File: config.mk
export PLATFORM = sky130hd
export DESIGN_NAME = arrt_ctrl
export DESIGN_NICKNAME = d
export VERILOG_FILES = /design/src/hdl/arrt_pkg.sv /design/src/hdl/arrt_ctrl.sv
export SDC_FILE = /design/constraint.sdc
export NUM_CORES = 1
export LEC_CHECK = 0
export ABC_AREA = 1
export BUFFER_PORTS_ARGS = -buffer_cell sky130_fd_sc_hd__buf_2
export CORE_AREA = 2 2 39 41
export CTS_CLUSTER_DIAMETER = 200
export DETAILED_ROUTE_END_ITERATION = 8
export DIE_AREA = 0 0 41 43
export GPL_TIMING_DRIVEN = 0
export PLACE_DENSITY = 0.42
export RECOVER_POWER = 100
export SLEW_MARGIN = 20
export SYNTH_ARGS = -nofsm -noshare
export SYNTH_HDL_FRONTEND = slang
export SYNTH_SLANG_ARGS = --single-unit
File: constraint.sdc
create_clock -name i_clk -period 1.05 [get_ports i_clk]
set_input_delay 0.105 -clock i_clk [delete_from_list [all_inputs] [get_ports i_clk]]
set_output_delay 0.105 -clock i_clk [all_outputs]
set_load 0.005 [all_outputs]
File: src/hdl/arrt_pkg.sv
// Shared types and constants for the address range region table.
// No dependencies; compiled first.
package arrt_pkg;

    localparam logic [2:0] ACT_ADD     = 3'd0;
    localparam logic [2:0] ACT_REMOVE  = 3'd1;
    localparam logic [2:0] ACT_LOOKUP  = 3'd2;
    localparam logic [2:0] ACT_NEXT    = 3'd3;
    localparam logic [2:0] ACT_RESTART = 3'd4;

    localparam logic [2:0] MODE_DEFAULT = 3'd1;

    typedef enum logic [3:0] {
        ST_NOT_FOUND = 4'd0,
        ST_EXACT     = 4'd1,
        ST_INCLUDED  = 4'd2,
        ST_FOUND     = 4'd3,
        ST_ADDED     = 4'd4,
        ST_DUPLICATE = 4'd5,
        ST_FULL      = 4'd6,
        ST_REMOVED   = 4'd7,
        ST_ABSENT    = 4'd8
    } t_status;

    typedef enum logic [1:0] {
        S_IDLE,
        S_SCAN,
        S_FIN
    } t_state;

    typedef struct packed {
        logic [63:0] base;
        logic [63:0] length;
        logic [63:0] asked_length;
        logic [63:0] workspace_id;
        logic [2:0]  access_mode;
        logic [63:0] phys_addr;
    } t_entry;

    localparam t_entry ENTRY_RESET = '{64'd0, 64'd0, 64'd0, 64'd0, MODE_DEFAULT, 64'd0};

    typedef struct packed {
        logic [2:0]  action;
        logic [63:0] address;
        logic [63:0] length;
        logic [63:0] asked_length;
        logic [63:0] workspace_id;
        logic [2:0]  access_mode;
        logic [63:0] phys_addr;
    } t_req;

    typedef struct packed {
        t_status status;
        t_entry  hit;
    } t_rsp;

    typedef struct packed {
        logic load;
        logic scan;
        logic commit;
    } t_dp_cmd;

    typedef struct packed {
        logic scan_done;
    } t_dp_stat;

endpackage

File: src/hdl/arrt_ctrl.sv
// Sequencer: accept, scan, finish; owns both handshakes.
// Depends on arrt_pkg.
module arrt_ctrl import arrt_pkg::*; (
    input  logic     i_clk,
    input  logic     i_rst_n,
    input  logic     i_in_valid,
    output logic     o_in_ready,
    output logic     o_out_valid,
    input  logic     i_out_ready,
    input  t_dp_stat i_stat,
    output t_dp_cmd  o_cmd
);
    t_state r_state, n_state;
    logic   r_ovalid, n_ovalid;

    always_ff @(posedge i_clk) begin
        if (!i_rst_n) begin
            r_state  <= S_IDLE;
            r_ovalid <= 1'b0;
        end else begin
            r_state  <= n_state;
            r_ovalid <= n_ovalid;
        end
    end

    always_comb begin
        n_state    = r_state;
        o_cmd      = '0;
        o_in_ready = 1'b0;
        n_ovalid   = r_ovalid && !i_out_ready;
        case (r_state)
            S_IDLE: begin
                o_in_ready = 1'b1;
                if (i_in_valid) begin
                    o_cmd.load = 1'b1;
                    n_state    = S_SCAN;
                end
            end
            S_SCAN: begin
                o_cmd.scan = 1'b1;
                if (i_stat.scan_done) begin
                    n_state = S_FIN;
                end
            end
            S_FIN: begin
                // hold until the output register is free
                if (!r_ovalid || i_out_ready) begin
                    o_cmd.commit = 1'b1;
                    n_ovalid     = 1'b1;
                    n_state      = S_IDLE;
                end
            end
            default: begin
                n_state = S_IDLE;
            end
        endcase
    end

    assign o_out_valid = r_ovalid;

endmodule

==> summary.md <==
| Metric | Value |
|---|---|
| Status | `finished, final reports clean` |
| Post-layout min period | `around 1 ns` |
| Final Wtd Congestion | `0.559` |
| CTS Hold Bufs | `0` |
| Internal | `about 0.29 mW` |
| DRT iter0 DRCs | `2` |
| Die ar. | `0.00176 mm2` |
| Row count | `14` |
| Mapped Area | `156 um2` |
| CTS Buf Count | `3` |
| Pwr/cell area | `1360 mW/mm2` |
| Reg2reg start | `r_state[1]` |
| CTS sink count | `3` |
| Most common cell in the netlist | `inv_1` |
| Routing usage on met3 | `around 4.7%` |
| Synth area leaders | `dfxtp_1 (38%), inv_1 (12%), a21oi_2 (11%)` |
| Drt pass-1 iters | `2` |
| CP required | `0.94 ns` |
| Clock Latency Late Sink | `0.23 ns` |
| Post-synth top area share | `approximately two fifths` |
| Yosys warns | `0` |
| Antenna Nets Post-Route | `0` |
| P_sw | `0.0975 mW` |
| FF-to-FF End | `r_state[1]` |
| Hold Crit Class | `primary input to register` |
| Crit path buf inv count | `2` |
| Post-synthesis instance total | `21` |
| Initial core utilization | `a little under an eighth` |
| First-pass GRT wire length | `between 500 and 600 um` |
| Syn nets | `26` |
| Ys flop type | `dfxtp_1` |
| Max Freq | `992 MHz` |
| Max-cap viol count | `0` |
| CTS tree | `built` |
| Post-synth cell types | `12` |
| Worst Hold Depth | `2` |
| Final setup vio count | `0` |
| Grt peak-use layer | `met4` |
| Clock root buffer | `clkbuf_4` |
| I/O Pins | `10` |
| Final nets | `40` |
| Slowest CP cell | `dfxtp_4` |
| Kind of critical path | `register to output pin` |
| Yosys reg bits | `3` |
| CP startpoint kind | `register` |
| Register area share after synthesis | `38.4%` |
| # diodes | `0` |
| Avg Cell Area, Syn | `roughly 7.4 um2` |
| FF-to-FF path depth | `4` |
| Worst Skew | `approximately 0.0025 ns` |
| Vias | `165` |
| DR vias/cell | `approximately 3.3` |
| Residual DRC | `0` |
| Post-CTS Repair Setup Buffers | `0` |
| Initial antenna violation count | `0` |
| Grt met2 use | `7.81%` |
| Die width | `41 um` |
| RSZ-0062 raised after global routing | `yes` |
| CP arrival | `0.90 ns` |
| CTS H-tree depth | `1` |
| CP Capture Type | `output pin` |
| Clk network pwr share | `52.4%` |
| Leakage power | `0.132 nW` |
| Clk pin slew, worst setup/hold paths | `roughly 0.040 ns` |
| DR WL/cell | `6.58 um` |
| Ordered list of cells on the worst path | `nor2_4, nand2_2, inv_2, buf_6` |
| Grt ovf | `0` |
| Hold_sp | `i_rst_n` |
| Hold Path Sink | `o_out_valid` |
| Crit path max-delay family | `flip-flops` |
| Relative slew slack | `93.0%` |
| Worst Max-Slew Pin Slew | `0.105 ns` |
| Clock buffer depth | `2` |
| Fill count | `164` |
| Final core occ | `about a fifth` |
| Most instantiated cells after synthesis | `inv_1 (5), dfxtp_1 (3), a21oi_2 (2), nand2_1 (2), nor2_1 (2)` |
| Reg-to-reg slack, setup | `about 0.30 ns` |
| I/O Buffers | `9` |
| Switching share of power | `between 20% and 30%` |
| Comb pwr share | `14.9%` |
| Ratio of final minimum period to clock period | `96.0%` |
| Critical path fanouts, max | `3` |
| EDFF count, synth | `0` |
| Layout cells sized above 1 | `79.4%` |
| Fin. max-slew vios | `0` |
| Yosys top cell by area | `dfxtp_1` |
| CP max stage delay | `0.36 ns` |
| Worst vdd ir | `0.301 mV` |
| Routed WL | `329 um` |
| Largest net degree at the start of global routing | `6` |
| Layout area overhead | `82.4%` |
| Ys async rst share | `0%` |
| Vias in the first global route | `186` |
| Grt met1 use | `3.86%` |
| Core area | `0.00138 mm2` |
| Final hold viol count | `0` |
| Setup total negative slack | `0 ns` |
| Register share of total power | `32.7%` |
| Total global routing track utilization | `between 5 and 6%` |
| Die height | `43 um` |
[placed cells by master (no fill, tap or decap), drive strengths merged]
cell type	Yosys	final
a21oi	2	2
buf	0	9
clkbuf	0	4
dfxtp	3	3
inv	6	6
nand2	3	3
nand3	1	1
nor2	4	4
nor3	1	1
o21a	1	1
[power groups by stage]
stage               sequential [mW]  clock [mW]  combinational (mW)
detailed placement            0.128           0              0.0485
global placement              0.128           0              0.0483
finish                        0.127       0.203              0.0579
global route                  0.128       0.227              0.0664
floorplan                     0.127           0              0.0268
CTS                           0.126       0.216              0.0496
[final cells by class]
type	instances	area (um2)	share of cell area (%)
inverter	6	22.5	7.89
sequential	3	68.8	24.1
timing repair buffer	9	51.3	18.0
multi-input combinational	12	96.3	33.8
tap	16	20.0	7.02
clock buffer	4	26.3	9.21
[how the worst max path moves through the flow]
stage	startpoint	to	cells past startpoint
2_1_floorplan	r_state[0]	r_state[0]	3
3_3_place_gp	r_state[1]	o_cmd[0]	3
3_5_place_dp	r_state[1]	o_cmd[0]	3
4_1_cts	r_state[0]	o_cmd[2]	4
5_1_grt	o_out_valid	o_cmd[0]	4
6_report	r_state[1]	o_cmd[2]	4
[worst reg2reg max path, stage by stage (launching register included)]
cell     delay [ns]
dfxtp_4        0.37
inv_2          0.06
nor2_2         0.09
nand2_1        0.07
a21oi_2        0.10
[repair_timing]
action	CTS	global route
resized for setup	4	10
setup endpoints to repair	2	3
pin swaps	0	3
[layer usage]
| layer | vias up | wire, um |
|---|---|---|
| met1 | 73 | 108 |
| met5 | - | 0 |
| li1 | 88 | - |
| met2 | 4 | 192 |
| met4 | 0 | 0 |
| met3 | 0 | 28 |
[sequential cells by signal, indices dropped and copies added (netlist names)]
| signal | count |
|---|---|
| r_state | 2 |
| o_out_valid | 1 |
[cells by family (layout without fill, tap and decap cells)]
kind of cell    after synthesis  in the layout  share of synthesized area (%)
compound gates                3              3                           16.0
buf+inv                       6             19                           14.4
flops                         3              3                           38.4
simple gates                  9              9                           31.2
[stage by stage]
step | instances | hold WS (ns) | worst slack, ns | area [um2] | power, mW
global placement | 46 | 0.333 | 0.189 | 221 | 0.176
global route | 50 | 0.0991 | -0.0197 | 285 | 0.422
detailed placement | 46 | 0.331 | 0.200 | 221 | 0.176
CTS | 50 | 0.0829 | -0.00659 | 255 | 0.392
finish | 50 | 0.0920 | 0.0415 | 285 | 0.388
floorplan | 21 | 0.223 | 0.285 | 156 | 0.154
No activity file was read; power rests on OpenSTA's default activity.
